===== src/sv/priority_notification_queue_assert.svh =====
// Assertion macros for the priority notification queue
`ifndef PRIORITY_NOTIFICATION_QUEUE_ASSERT_SVH
`define PRIORITY_NOTIFICATION_QUEUE_ASSERT_SVH

// Condition holds at every clock edge out of reset
`define PNQ_ASSERT(label, cond) \
  label: assert property (@(posedge clk_i) disable iff (!rst_ni) (cond)) \
    else $error("pnq: invariant violated");

// Same-cycle implication
`define PNQ_ASSERT_IMP(label, ante, cons) \
  label: assert property (@(posedge clk_i) disable iff (!rst_ni) (ante) |-> (cons)) \
    else $error("pnq: implication violated");

// Next-cycle implication
`define PNQ_ASSERT_NEXT(label, ante, cons) \
  label: assert property (@(posedge clk_i) disable iff (!rst_ni) (ante) |=> (cons)) \
    else $error("pnq: next-cycle implication violated");

`endif


===== src/sv/pnq_pkg.sv =====
// Shared constants and types for the priority notification queue
package pnq_pkg;

  localparam int QUEUE_DEPTH = 16;
  localparam int TAG_WIDTH   = 16;
  localparam int COUNT_W     = $clog2(QUEUE_DEPTH + 1);
  localparam int LIMIT_W     = 17;  // 120 * 1000 fits

  localparam logic [7:0] MAX_DUR_S = 8'd120;
  localparam logic [9:0] MS_PER_S  = 10'd1000;

  localparam logic [1:0] PRI_AMBIENT = 2'd0;
  localparam logic [1:0] PRI_ALERT   = 2'd3;

  localparam logic [1:0] OP_ENQUEUE = 2'd0;
  localparam logic [1:0] OP_TICK    = 2'd1;
  localparam logic [1:0] OP_CLEAR   = 2'd2;

  localparam logic [1:0] ST_QUEUED  = 2'd0;
  localparam logic [1:0] ST_DROPPED = 2'd1;
  localparam logic [1:0] ST_FULL    = 2'd2;
  localparam logic [1:0] ST_NONE    = 2'd3;

  typedef struct packed {
    logic [1:0]           pri;
    logic [6:0]           dur;
    logic [TAG_WIDTH-1:0] tag;
  } entry_t;

  typedef enum logic [1:0] {
    CELL_HOLD,
    CELL_INSERT,
    CELL_POP
  } cell_op_e;

  typedef struct packed {
    cell_op_e op;
    logic     front;  // insert at the head regardless of priority
  } cell_ctl_t;

endpackage


===== src/sv/pnq_in_if.sv =====
// Input channel: one command word per handshake
interface pnq_in_if import pnq_pkg::*; ();
  logic                 valid;
  logic                 ready;
  logic [1:0]           operation;
  logic [1:0]           priority_req;
  logic [7:0]           duration_s;
  logic [TAG_WIDTH-1:0] content_tag;
  logic [31:0]          now_ms;

  modport source (output valid, operation, priority_req, duration_s, content_tag, now_ms,
                  input ready);
  modport sink   (input valid, operation, priority_req, duration_s, content_tag, now_ms,
                  output ready);
endinterface


===== src/sv/pnq_out_if.sv =====
// Output channel: one status word per command
interface pnq_out_if import pnq_pkg::*; ();
  logic                 valid;
  logic                 ready;
  logic [1:0]           enqueue_status;
  logic                 active_valid;
  logic [1:0]           active_priority;
  logic [TAG_WIDTH-1:0] active_tag;
  logic [6:0]           active_duration_s;
  logic [COUNT_W-1:0]   queue_count;

  modport source (output valid, enqueue_status, active_valid, active_priority, active_tag,
                         active_duration_s, queue_count,
                  input ready);
  modport sink   (input valid, enqueue_status, active_valid, active_priority, active_tag,
                        active_duration_s, queue_count,
                  output ready);
endinterface


===== src/sv/priority_notification_queue.sv =====
// Priority notification queue: sorted chain of slots plus one active slot
//
//  channel | dir | words                         | accepted when
//  in_i    | in  | command (enqueue/tick/clear)  | in_i.valid && in_i.ready
//  out_o   | out | status after each command     | out_o.valid && out_o.ready
//
// Enqueue and clear go from accept through EXEC and RESULT to the output register; alert enqueue
// adds ALERT2 and tick adds TICK (alert shifts the chain twice; tick registers duration*1000 before the compare).
// A new command is taken only when the previous one has reached the output register,
// so a stalled output holds the block with one word waiting and the next one done.
// Reset clears the count and active slot; slot contents need no reset.
module priority_notification_queue import pnq_pkg::*; (
  input logic      clk_i,
  input logic      rst_ni,
  pnq_in_if.sink   in_i,
  pnq_out_if.source out_o
);

  typedef enum logic [2:0] {
    S_IDLE,
    S_EXEC,
    S_ALERT2,
    S_TICK,
    S_RESULT
  } state_e;

  state_e               state_q;
  logic [1:0]           op_q;
  entry_t               ent_in_q;
  logic [31:0]          now_q;
  logic [LIMIT_W-1:0]   limit_q;
  logic [1:0]           status_q;
  logic [COUNT_W-1:0]   count_q;
  logic                 shown_valid_q;
  entry_t               shown_q;
  logic [31:0]          start_q;

  logic                 out_valid_q;
  logic [1:0]           out_status_q;
  logic                 out_act_valid_q;
  entry_t               out_ent_q;
  logic [COUNT_W-1:0]   out_count_q;

  cell_ctl_t            ctl;
  logic [1:0]           enq_status;
  logic                 ambient_blocked;
  logic                 expired;
  logic                 promote;
  logic [6:0]           in_dur;
  entry_t               cell_ent [QUEUE_DEPTH];
  logic [QUEUE_DEPTH-1:0] goes;

  // ---- slot chain ----
  for (genvar g = 0; g < QUEUE_DEPTH; g++) begin : g_cell
    entry_t left_ent, right_ent;
    logic   left_goes, occ;

    assign occ = COUNT_W'(g) < count_q;

    if (g == 0) begin : g_head
      assign left_ent  = ent_in_q;
      assign left_goes = 1'b0;
    end else begin : g_body
      assign left_ent  = cell_ent[g-1];
      assign left_goes = goes[g-1];
    end

    if (g == QUEUE_DEPTH - 1) begin : g_tail
      assign right_ent = cell_ent[g];
    end else begin : g_inner
      assign right_ent = cell_ent[g+1];
    end

    pnq_cell u_cell (
      .clk_i       (clk_i),
      .ctl_i       (ctl),
      .occupied_i  (occ),
      .new_i       (ent_in_q),
      .left_i      (left_ent),
      .left_goes_i (left_goes),
      .right_i     (right_ent),
      .ent_o       (cell_ent[g]),
      .goes_o      (goes[g])
    );
  end

  // ---- command decode ----
  assign in_dur = (in_i.duration_s > MAX_DUR_S) ? MAX_DUR_S[6:0] : in_i.duration_s[6:0];

  // sorted queue: head has the highest waiting priority
  assign ambient_blocked = (shown_valid_q && (shown_q.pri != PRI_AMBIENT)) ||
                           ((count_q != '0) && (cell_ent[0].pri != PRI_AMBIENT));

  assign expired = shown_valid_q && ((now_q - start_q) >= {{(32-LIMIT_W){1'b0}}, limit_q});
  assign promote = (!shown_valid_q || expired) && (count_q != '0);

  always_comb begin
    ctl        = '{op: CELL_HOLD, front: 1'b0};
    enq_status = ST_QUEUED;
    case (state_q)
      S_EXEC: begin
        if (op_q == OP_ENQUEUE) begin
          if ((ent_in_q.pri == PRI_AMBIENT) && ambient_blocked) begin
            enq_status = ST_DROPPED;
          end else if (ent_in_q.pri == PRI_ALERT) begin
            if (count_q > COUNT_W'(QUEUE_DEPTH - 2)) begin
              enq_status = ST_FULL;
            end else begin
              ctl = '{op: CELL_INSERT, front: 1'b1};
            end
          end else if (count_q == COUNT_W'(QUEUE_DEPTH)) begin
            enq_status = ST_FULL;
          end else begin
            ctl = '{op: CELL_INSERT, front: 1'b0};
          end
        end
      end
      S_ALERT2: ctl = '{op: CELL_INSERT, front: 1'b1};
      S_TICK: begin
        if (promote) begin
          ctl.op = CELL_POP;
        end
      end
      default: ;
    endcase
  end

  // ---- control FSM ----
  always_ff @(posedge clk_i or negedge rst_ni) begin
    if (!rst_ni) begin
      state_q         <= S_IDLE;
      op_q            <= OP_ENQUEUE;
      ent_in_q        <= '0;
      now_q           <= '0;
      limit_q         <= '0;
      status_q        <= ST_NONE;
      count_q         <= '0;
      shown_valid_q   <= 1'b0;
      shown_q         <= '0;
      start_q         <= '0;
      out_valid_q     <= 1'b0;
      out_status_q    <= ST_NONE;
      out_act_valid_q <= 1'b0;
      out_ent_q       <= '0;
      out_count_q     <= '0;
    end else begin
      if (out_o.ready && (state_q != S_RESULT)) begin
        out_valid_q <= 1'b0;
      end
      case (state_q)
        S_IDLE: begin
          if (in_i.valid) begin
            op_q     <= in_i.operation;
            ent_in_q <= '{pri: in_i.priority_req, dur: in_dur, tag: in_i.content_tag};
            now_q    <= in_i.now_ms;
            state_q  <= S_EXEC;
          end
        end
        S_EXEC: begin
          case (op_q)
            OP_ENQUEUE: begin
              status_q <= enq_status;
              if (ctl.op == CELL_INSERT) begin
                count_q <= count_q + 1'b1;
              end
              if ((ctl.op == CELL_INSERT) && ctl.front) begin
                shown_valid_q <= 1'b0;
                shown_q       <= '0;
                state_q       <= S_ALERT2;
              end else begin
                state_q <= S_RESULT;
              end
            end
            OP_TICK: begin
              status_q <= ST_NONE;
              limit_q  <= LIMIT_W'(shown_q.dur) * LIMIT_W'(MS_PER_S);
              state_q  <= S_TICK;
            end
            OP_CLEAR: begin
              status_q      <= ST_NONE;
              count_q       <= '0;
              shown_valid_q <= 1'b0;
              shown_q       <= '0;
              state_q       <= S_RESULT;
            end
            default: begin
              status_q <= ST_NONE;
              state_q  <= S_RESULT;
            end
          endcase
        end
        S_ALERT2: begin
          count_q <= count_q + 1'b1;
          state_q <= S_RESULT;
        end
        S_TICK: begin
          if (promote) begin
            shown_q       <= cell_ent[0];
            shown_valid_q <= 1'b1;
            start_q       <= now_q;
            count_q       <= count_q - 1'b1;
          end else if (expired) begin
            shown_valid_q <= 1'b0;
            shown_q       <= '0;
          end
          state_q <= S_RESULT;
        end
        S_RESULT: begin
          if (!out_valid_q || out_o.ready) begin
            out_valid_q     <= 1'b1;
            out_status_q    <= status_q;
            out_act_valid_q <= shown_valid_q;
            out_ent_q       <= shown_q;
            out_count_q     <= count_q;
            state_q         <= S_IDLE;
          end
        end
        default: state_q <= S_IDLE;
      endcase
    end
  end

  assign in_i.ready              = (state_q == S_IDLE);
  assign out_o.valid             = out_valid_q;
  assign out_o.enqueue_status    = out_status_q;
  assign out_o.active_valid      = out_act_valid_q;
  assign out_o.active_priority   = out_ent_q.pri;
  assign out_o.active_tag        = out_ent_q.tag;
  assign out_o.active_duration_s = out_ent_q.dur;
  assign out_o.queue_count       = out_count_q;

  // ---- assertions ----
`include "priority_notification_queue_assert.svh"

  `PNQ_ASSERT(a_count_bound, count_q <= COUNT_W'(QUEUE_DEPTH))
  `PNQ_ASSERT_IMP(a_idle_slot_zero, !shown_valid_q, shown_q == '0)
  `PNQ_ASSERT_NEXT(a_accept_exec, in_i.valid && in_i.ready, state_q == S_EXEC)
  `PNQ_ASSERT_IMP(a_out_from_result, $rose(out_valid_q), $past(state_q) == S_RESULT)

endmodule


===== src/sv/pnq_cell.sv =====
// One slot of the sorted queue: holds an entry, shifts toward tail on insert, toward head on pop
module pnq_cell import pnq_pkg::*; (
  input  logic      clk_i,
  input  cell_ctl_t ctl_i,
  input  logic      occupied_i,
  input  entry_t    new_i,
  input  entry_t    left_i,
  input  logic      left_goes_i,
  input  entry_t    right_i,
  output entry_t    ent_o,
  output logic      goes_o
);

  entry_t ent_q, ent_d;

  // Queue is sorted, so goes is monotonic along the chain: the first cell that
  // goes takes the new entry, every later one takes its left neighbor.
  assign goes_o = ctl_i.front | ~occupied_i | (ent_q.pri < new_i.pri);

  always_comb begin
    ent_d = ent_q;
    case (ctl_i.op)
      CELL_INSERT: begin
        if (left_goes_i) begin
          ent_d = left_i;
        end else if (goes_o) begin
          ent_d = new_i;
        end
      end
      CELL_POP: ent_d = right_i;
      default: ;
    endcase
  end

  always_ff @(posedge clk_i) begin
    ent_q <= ent_d;
  end

  assign ent_o = ent_q;

endmodule


===== src/flat_wrapper.sv =====
// flat-port wrapper written by rule: the top's interface ports become plain ports
module priority_notification_queue_flat import pnq_pkg::*;
  (clk_i, rst_ni, in_i_valid, in_i_operation, in_i_priority_req, in_i_duration_s, in_i_content_tag, in_i_now_ms, in_i_ready, out_o_valid, out_o_enqueue_status, out_o_active_valid, out_o_active_priority, out_o_active_tag, out_o_active_duration_s, out_o_queue_count, out_o_ready);
  pnq_in_if in_i_i ();
  pnq_out_if out_o_i ();
  input logic clk_i;
  input logic rst_ni;
  input wire logic [$bits(in_i_i.valid)-1:0] in_i_valid;
  input wire logic [$bits(in_i_i.operation)-1:0] in_i_operation;
  input wire logic [$bits(in_i_i.priority_req)-1:0] in_i_priority_req;
  input wire logic [$bits(in_i_i.duration_s)-1:0] in_i_duration_s;
  input wire logic [$bits(in_i_i.content_tag)-1:0] in_i_content_tag;
  input wire logic [$bits(in_i_i.now_ms)-1:0] in_i_now_ms;
  output wire logic [$bits(in_i_i.ready)-1:0] in_i_ready;
  output wire logic [$bits(out_o_i.valid)-1:0] out_o_valid;
  output wire logic [$bits(out_o_i.enqueue_status)-1:0] out_o_enqueue_status;
  output wire logic [$bits(out_o_i.active_valid)-1:0] out_o_active_valid;
  output wire logic [$bits(out_o_i.active_priority)-1:0] out_o_active_priority;
  output wire logic [$bits(out_o_i.active_tag)-1:0] out_o_active_tag;
  output wire logic [$bits(out_o_i.active_duration_s)-1:0] out_o_active_duration_s;
  output wire logic [$bits(out_o_i.queue_count)-1:0] out_o_queue_count;
  input wire logic [$bits(out_o_i.ready)-1:0] out_o_ready;
  assign in_i_i.valid = in_i_valid;
  assign in_i_i.operation = in_i_operation;
  assign in_i_i.priority_req = in_i_priority_req;
  assign in_i_i.duration_s = in_i_duration_s;
  assign in_i_i.content_tag = in_i_content_tag;
  assign in_i_i.now_ms = in_i_now_ms;
  assign in_i_ready = in_i_i.ready;
  assign out_o_valid = out_o_i.valid;
  assign out_o_enqueue_status = out_o_i.enqueue_status;
  assign out_o_active_valid = out_o_i.active_valid;
  assign out_o_active_priority = out_o_i.active_priority;
  assign out_o_active_tag = out_o_i.active_tag;
  assign out_o_active_duration_s = out_o_i.active_duration_s;
  assign out_o_queue_count = out_o_i.queue_count;
  assign out_o_i.ready = out_o_ready;
  priority_notification_queue u_core (.clk_i(clk_i), .rst_ni(rst_ni), .in_i(in_i_i), .out_o(out_o_i));
endmodule

===== config.mk =====
export PLATFORM = sky130hd
export DESIGN_NAME = priority_notification_queue_flat
export DESIGN_NICKNAME = d
export VERILOG_FILES = /design/src/sv/pnq_pkg.sv /design/src/sv/pnq_in_if.sv /design/src/sv/pnq_out_if.sv /design/src/sv/priority_notification_queue.sv /design/src/sv/pnq_cell.sv /design/src/flat_wrapper.sv
export VERILOG_INCLUDE_DIRS = /design/src /design/src/sv
export SDC_FILE = /design/constraint.sdc
export NUM_CORES = 1
export LEC_CHECK = 0
export ABC_AREA = 1
export BUFFER_PORTS_ARGS = -buffer_cell sky130_fd_sc_hd__buf_2
export CAP_MARGIN = 20
export CELL_PAD_IN_SITES_DETAIL_PLACEMENT = 0
export CELL_PAD_IN_SITES_GLOBAL_PLACEMENT = 2
export CORE_AREA = 2 2 262 316
export CTS_BUF_LIST = sky130_fd_sc_hd__clkbuf_4 sky130_fd_sc_hd__clkbuf_8
export DETAILED_ROUTE_END_ITERATION = 16
export DIE_AREA = 0 0 264 318
export GPL_TIMING_DRIVEN = 0
export PLACE_DENSITY = 0.91
export SLEW_MARGIN = 20
export SYNTH_ARGS = -nofsm -noshare
export SYNTH_HDL_FRONTEND = slang
export SYNTH_SLANG_ARGS = --single-unit
export TNS_END_PERCENT = 10

===== constraint.sdc =====
create_clock -name clk_i -period 11.5 [get_ports clk_i]
set_input_delay 1.725 -clock clk_i [delete_from_list [all_inputs] [get_ports clk_i]]
set_output_delay 1.725 -clock clk_i [all_outputs]
set_load 0.005 [all_outputs]

Word-level counts from Yosys, hierarchy flattened
Index checks and enable logic that the tools add are counted.
{ "totals": {"register_bits": 575, "input_bits": 64, "output_inout_bits": 35, "elab_cells": 317} }
{ "classes": {"addsub": 3, "mul": 1, "magnitude_cmp": 35, "n_eq_ne": 33, "muxes": 82, "bitwise_logic": 48, "n_reduce_logical": 46} }
{ "ops": {"columns": ["op", "n"], "rows": [
  ["25-bit 2-to-1 mux", 34],
  ["25-bit case mux with 2 select lines", 17],
  ["3-bit != test (second input constant)", 15],
  ["2-bit AND reduction", 21],
  ["4-bit by 5-bit less-than comparator with 1-bit output (first input constant)", 8],
  ["32-bit by 17-bit >= comparator with 1-bit output", 1],
  ["2-bit less-than comparator", 16],
  ["1-bit bitwise OR", 32],
  ["32-bit subtractor", 1],
  ["3-bit by 5-bit less-than comparator with 1-bit output (first input constant)", 4],
  ["3-bit 2-to-1 mux", 6],
  ["2-bit 2-to-1 mux", 8],
  ["1-bit NOT", 16],
  ["5-bit case mux with 3 select lines", 1],
  ["7-bit by 7-bit multiplier with 14-bit output (second input constant)", 1],
  ["3-bit case mux with 4 select lines", 1],
  ["1-bit by 5-bit less-than comparator with 1-bit output (first input constant)", 2],
  ["2-bit by 5-bit less-than comparator with 1-bit output (first input constant)", 2],
  ["5-bit 2-to-1 mux", 2],
  ["5-bit case mux with 2 select lines", 1],
  ["2-bit nonzero test", 5],
  ["3-bit by 2-bit != test with 1-bit output (second input constant)", 3],
  ["8-bit by 7-bit > comparator with 1-bit output (second input constant)", 1],
  ["4-bit AND reduction", 2],
  ["other kinds (25)", 48]
]} }

Logic depth before layout (Yosys ltp)
{ "logic_depth": {"word_depth": 12, "depth_mapped": 29, "depth_no_buf": 27} }

Modules after synthesis
From an unflattened synthesis, not the netlist that was laid out.
{ "hier_totals": {"hier_cells": 3881, "area_unflattened_um2": 32870.3} }
{ "modules_own_cells": {"columns": ["mod", "n_inst", "cells_each", "area_per_inst_um2", "seq_area_each_um2"], "rows": [
  ["pnq_cell", 16, 152, 1360.1, 750.7],
  ["priority_notification_queue", 1, 1449, 11109.4, 4384.2]
]} }

Least setup slack after synthesis
No wires, ideal clock.
{ "synth_path": {"path_type": "flip-flop to flip-flop", "start": "reg u_core.start_q[0]", "end": "reg u_core.g_cell[0].u_cell.ent_q (netlist bit u_core.g_cell[0].u_cell.ent_o[0]), enable pin", "setup_ns": 0.573, "t_arrival_ns": 3.908, "t_required_ns": 10.927, "slack_ns": 7.018, "path_stages_with_launch": 27, "n_path_buf": 3, "period_less_slack_ns": 4.482, "cell_sequence": "dfrtp_1 -> ha_1 -> fa_1 -> inv_1 -> nand3_1 -> nand3_1 -> nand2_1 -> nand2_2 -> nand2_1 -> nand2_1 -> xor2_1 -> ha_1 -> nand2_1 -> nor2_1 -> nand2_1 -> nor2_1 -> a21oi_1 -> nand3_1 -> nand3_1 -> nand3_1 -> nor2_1 -> nand3_1 -> nand3_2 -> buf_6 -> buf_4 -> buf_4 -> o21ai_0"} }
{ "synth_between": {"elab_chain_len": 10, "elab_cells_between_ends": 12, "cone_classes": "add/sub: 1; order compare: 1; eq/ne: 3; mux: 2; reduce/logical: 5"} }
{ "synth_rtl": {"columns": ["element", "line", "source"], "rows": [
  ["start, declared", "priority_notification_queue.sv:36", "logic [31:0] start_q;"],
  ["start signal, assigned", "priority_notification_queue.sv:200", "start_q <= now_q;"],
  ["32-bit subtractor (*)", "priority_notification_queue.sv:94", "assign expired = shown_valid_q && ((now_q - start_q) >= {{(32-LIMIT_W){1'b0}}, limit_q});"],
  ["32-bit by 17-bit >= comparator with 1-bit output (*)", "priority_notification_queue.sv:94", null],
  ["1-bit logical AND (*)", "priority_notification_queue.sv:94", null],
  ["1-bit logical OR (*)", "priority_notification_queue.sv:95", "assign promote = (!shown_valid_q || expired) && (count_q != '0);"],
  ["1-bit logical AND (*)", "priority_notification_queue.sv:95", null],
  ["2-bit 2-to-1 mux (*)", "priority_notification_queue.sv:120", "if (promote) begin"],
  ["2-bit case mux with 3 select lines (*)", "priority_notification_queue.sv:100", "case (state_q)"],
  ["2-bit by 1-bit == test with 1-bit output or 2-bit == test (tied branches)", "pnq_cell.sv:22", "case (ctl_i.op)"],
  ["2-bit != test (no source line) or 2-bit nonzero test (tied branches)", null, null],
  ["2-bit AND reduction (no source line) (*)", null, null],
  ["end signal, assigned", "pnq_cell.sv:36", "ent_q <= ent_d;"],
  ["end, declared", "pnq_cell.sv:14", "entry_t ent_q, ent_d;"]
]} }
Every way passes the cells marked *; elsewhere a longest branch is shown, timed or not.
A chain may end at the register's enable or synchronous reset.

Worst setup path after layout
{ "layout_path": {"start": "reg u_core.now_q[0]", "end": "reg u_core.g_cell[13].u_cell.ent_q (netlist bit u_core.g_cell[13].u_cell.ent_o[15]), enable pin"} }
{ "layout_between": {"elab_chain_len": 10, "elab_cells_between_ends": 12, "cone_classes": "add/sub: 1; order compare: 1; eq/ne: 3; mux: 2; reduce/logical: 5"} }
{ "layout_rtl": {"columns": ["element", "line", "source"], "rows": [
  ["start, declared", "priority_notification_queue.sv:30", "logic [31:0] now_q;"],
  ["start signal, assigned", "priority_notification_queue.sv:155", "now_q <= in_i.now_ms;"],
  ["32-bit subtractor (*)", "priority_notification_queue.sv:94", null],
  ["32-bit by 17-bit >= comparator with 1-bit output (*)", "priority_notification_queue.sv:94", null],
  ["1-bit logical AND (*)", "priority_notification_queue.sv:94", null],
  ["1-bit logical OR (*)", "priority_notification_queue.sv:95", null],
  ["1-bit logical AND (*)", "priority_notification_queue.sv:95", null],
  ["2-bit 2-to-1 mux (*)", "priority_notification_queue.sv:120", null],
  ["2-bit case mux with 3 select lines (*)", "priority_notification_queue.sv:100", null],
  ["2-bit by 1-bit == test with 1-bit output or 2-bit == test (tied branches)", "pnq_cell.sv:22", null],
  ["3-bit != test (no source line) or 2-bit nonzero test (tied branches)", null, null],
  ["2-bit AND reduction (no source line) (*)", null, null],
  ["end signal, assigned", "pnq_cell.sv:36", null],
  ["end, declared", "pnq_cell.sv:14", null]
]} }
Marked as above.

==> results.md <==
* Outcome: completed
* Leak Pwr at 0.0171 uW
* Initial antenna violation count at 11
* Clock H-tree levels at 3
* Critical Path Slowest Stage Cell: nand2_1
* FF-to-FF Start: u_core.now_q[0]
* Clock root cell: clkbuf_8
* Drt first pass iters at 6
* Count of cells resized by post-cts repair at 0
* Fin nets at 4324
* Top cells by area, synth: edfxtp_1, nand2_1, dfrtp_1
* Syn Area/Cell at 8.16 um^2
* Ports at 99
* Met2 wire length at 58.0 mm
* Met3 WL at 6.94 mm
* P&R area growth vs syn at 12.8%
* Seq/Total Area, Yosys at 51.1%
* Critical path's largest stage delay at 0.55 ns
* Crit end category: flip-flop
* Setup violations, final at 0
* Reg clk slew, reported paths at 0.06 ns
* Post-layout minimum cycle time at 6.21 ns
* Die Width at 264 um
* RSZ-0062 raised after global routing: false
* Compound-cell area share of the yosys netlist at 10.2%
* Fmax at 0.161 GHz
* Unique cell type count in the Yosys netlist at 43
* Die H at 318 um
* CTS tree: done
* Routed vias/inst at 5.23
* Core Area at 0.0812 mm^2
* Port bufs at 98
* Post-layout util at 44.6%
* Layout cells sized above 1 at 10.7%
* Final instance area at 0.0362 mm^2
* Area after DPL at 0.0341 mm^2
* Min-delay worst type: reg2reg
* Post-synthesis instance total at 3935
* Flop2flop setup slack at 5.29 ns
* Final WL at 116 mm
* XOR/XNOR share of the synthesized area at 0.791%
* Sink Count at 575
* DR top layer: met4
* Yosys top cell by area: edfxtp_1
* GRT overflow at 0
* Worst relative slew slack at 24.2%
* CP endpoint: u_core.g_cell[13].u_cell.ent_o[15]
* CTS Buf Count at 101
* Final Cycle Share at 54.0%
* Placed wire-length estimate at 87.1 mm
* FF-to-FF End: u_core.g_cell[13].u_cell.ent_o[15]
* Drt wl/cell at 21.9 um
* Total Routing Usage GR at 27.4%
* Main combinational cell family by area after synthesis: simple AND/OR/NAND/NOR gates
* Setup_tns at 0 ns
* Initial Util at 39.5%
* Critical path startpoint: u_core.now_q[0]
* ANT nets after route at 0
* Remaining DRCs at 0
* Postcts setup bufs at 0
* Post-synth top area share at 37.4%
* PwrDens at 315 mW/mm^2
* Critical Path Start Type: flip-flop
* Max Cap Viol at 0
* Post-synthesis cell area at 0.0321 mm^2
* Synth Flop Type: edfxtp_1
* Arr. time, crit path at 6.71 ns
* CTS Buffer Depth at 3
* Path depth of the worst reg2reg path at 28
* Global-route wire length before repair at 172 mm
* Post-synth EDFFs at 400
* FFs w/ async S/R, synth at 30.4%
* #FFs+latches synth at 575
* Max Slew Vio Count at 0
* Die area at 0.0840 mm^2
* RePlAce Congestion at 0.920
* Vias in the first global route at 28.0k
* # hold bufs at CTS at 0
* Simple-Gate Fraction of Synth Area at 25.2%
* Net Count, Synth at 4118
* Critical path peak fanout at 16
* Final Hold Fails at 0
* Synth warn at 0
* Synth Area in Adders at 5.08%
* Clk_lat worst skew at 0.76 ns
* Mux share of post-synthesis cell area at 0.772%
* Critical Path RT at 12.00 ns
* Final Power at 11400 uW
* Cell Rows at 115
* DR vias at 27.6k
* Wl on met1 at 45.3 mm
* DRC violation total after the first TritonRoute iteration at 2578
* WS Path Type: reg2reg
* Largest net degree at the start of global routing at 68
* Actual slew at the worst max-slew pin at 1.14 ns
* Clock Skews at 0.0656 ns
* Worst VDD drop at 131 uV
==> metrics by stage <==
step	hold WS, ns	cells	setup slack, ns
2_1_floorplan	0.438	3935	7.02
3_5_place_dp	0.456	5091	5.19
3_3_place_gp	0.451	5086	4.37
6_report	0.468	5278	5.29
4_1_cts	0.470	5277	5.11
5_1_grt	0.492	5278	5.02
==> cell usage after synthesis, types with 6 or more instances <==
library cell  number
a21oi_1           46
nand4_1           11
xnor2_1            7
edfxtp_1         400
buf_2             32
o21a_1            12
o21ai_2            7
nand3_1           44
nor2_2             8
clkbuf_1         122
a31oi_1           27
buf_4             16
nor3_1             6
nand2_2            6
o21ai_0          448
nand2_1         1922
inv_1            234
dfrtp_1          171
nor2_1           100
nand3b_1           6
buf_6             48
fa_1              19
ha_1             100
mux2_2            22
o21ai_1           53
o21bai_1           6
xor2_1            22
==> routing by layer <==
layer	GRT usage (%)	vias up
met5	0	-
met4	12.9	0
met3	4.45	234
met2	48.7	910
met1	32.1	13300
li1	-	13200
==> worst min path at each step <==
| stage | from | to | cells after the start | slack, ns |
|---|---|---|---|---|
| finish | u_core.shown_q[1] | u_core.shown_q[1] | 2 | 0.47 |
| global route | u_core.shown_q[11] | u_core.shown_q[11] | 2 | 0.49 |
| CTS | u_core.shown_q[1] | u_core.shown_q[1] | 2 | 0.47 |
| detailed placement | u_core.shown_q[1] | u_core.shown_q[1] | 2 | 0.46 |
| global placement | u_core.shown_q[15] | u_core.shown_q[15] | 2 | 0.45 |
| floorplan | u_core.shown_q[0] | u_core.shown_q[0] | 2 | 0.44 |
==> layout make-up <==
class | count | area, um^2
inverter | 242 | 913
clock inverter | 40 | 279
tap | 1053 | 1320
antenna | 1 | 2.50
fill | 8495 | 44900
sequential | 575 | 16400
timing repair buffer | 103 | 626
clock buffer | 146 | 1820
multi-input combinational | 2900 | 13600
buffer | 218 | 1290
==> worst max-delay path, delay by kind of cell, from the launching register on <==
kind	cells	cell delay, ns
buf+inv	6	1.34
xor+xnor	1	0.34
fa+ha+maj	3	0.93
simple gates	17	2.90
compound gates	1	0.10
flops	1	0.32
==> where the power goes <==
group          total (uW)  switching, uW  internal (uW)
clock                2010            920           1090
combinational        5350           3770           1590
sequential           4030            551           3480
==> cells in the final DEF (no fill, tap or decap), types with 27 or more instances in the layout <==
| cell | netlist | routed |
|---|---|---|
| nand2_1 | 1922 | 1909 |
| o21ai_0 | 448 | 447 |
| edfxtp_1 | 400 | 400 |
| inv_1 | 234 | 234 |
| dfrtp_1 | 171 | 171 |
| buf_2 | 32 | 129 |
| clkbuf_8 | 0 | 116 |
| clkbuf_1 | 122 | 109 |
| nor2_1 | 100 | 100 |
| ha_1 | 100 | 100 |
| o21ai_1 | 53 | 53 |
| buf_6 | 48 | 48 |
| a21oi_1 | 46 | 45 |
| nand3_1 | 44 | 44 |
| clkbuf_4 | 0 | 30 |
| a31oi_1 | 27 | 27 |
==> registers in the layout, indices dropped and copies added, names as in the netlist <==
signal / flops
u_core.limit_q: 14
u_core.out_o.active_duration_s: 7
u_core.shown_valid_q: 1
u_core.state_q: 3
u_core.ent_in_q: 25
u_core.out_o.enqueue_status: 2
u_core.shown_q: 25
u_core.now_q: 32
u_core.out_o.valid: 1
u_core.out_o.active_valid: 1
u_core.start_q: 32
u_core.op_q: 2
u_core.out_o.queue_count: 5
u_core.out_o.active_tag: 16
u_core.g_cell.u_cell.ent_o: 400
u_core.out_o.active_priority: 2
u_core.count_q: 5
u_core.status_q: 2
==> cell families (layout without fill, tap and decap cells) <==
| group | count (synthesis) | count (layout) |
|---|---|---|
| and+or+nand+nor | 2109 | 2109 |
| adders and majority gates | 119 | 119 |
| DFF | 575 | 575 |
| buffers and inverters | 460 | 749 |
| AOI/OAI and AO/OA | 621 | 621 |
| muxes | 22 | 22 |
| xor gates and xnor gates | 29 | 29 |
| other | 0 | 1 |
Power figures use the tool's default switching activity.
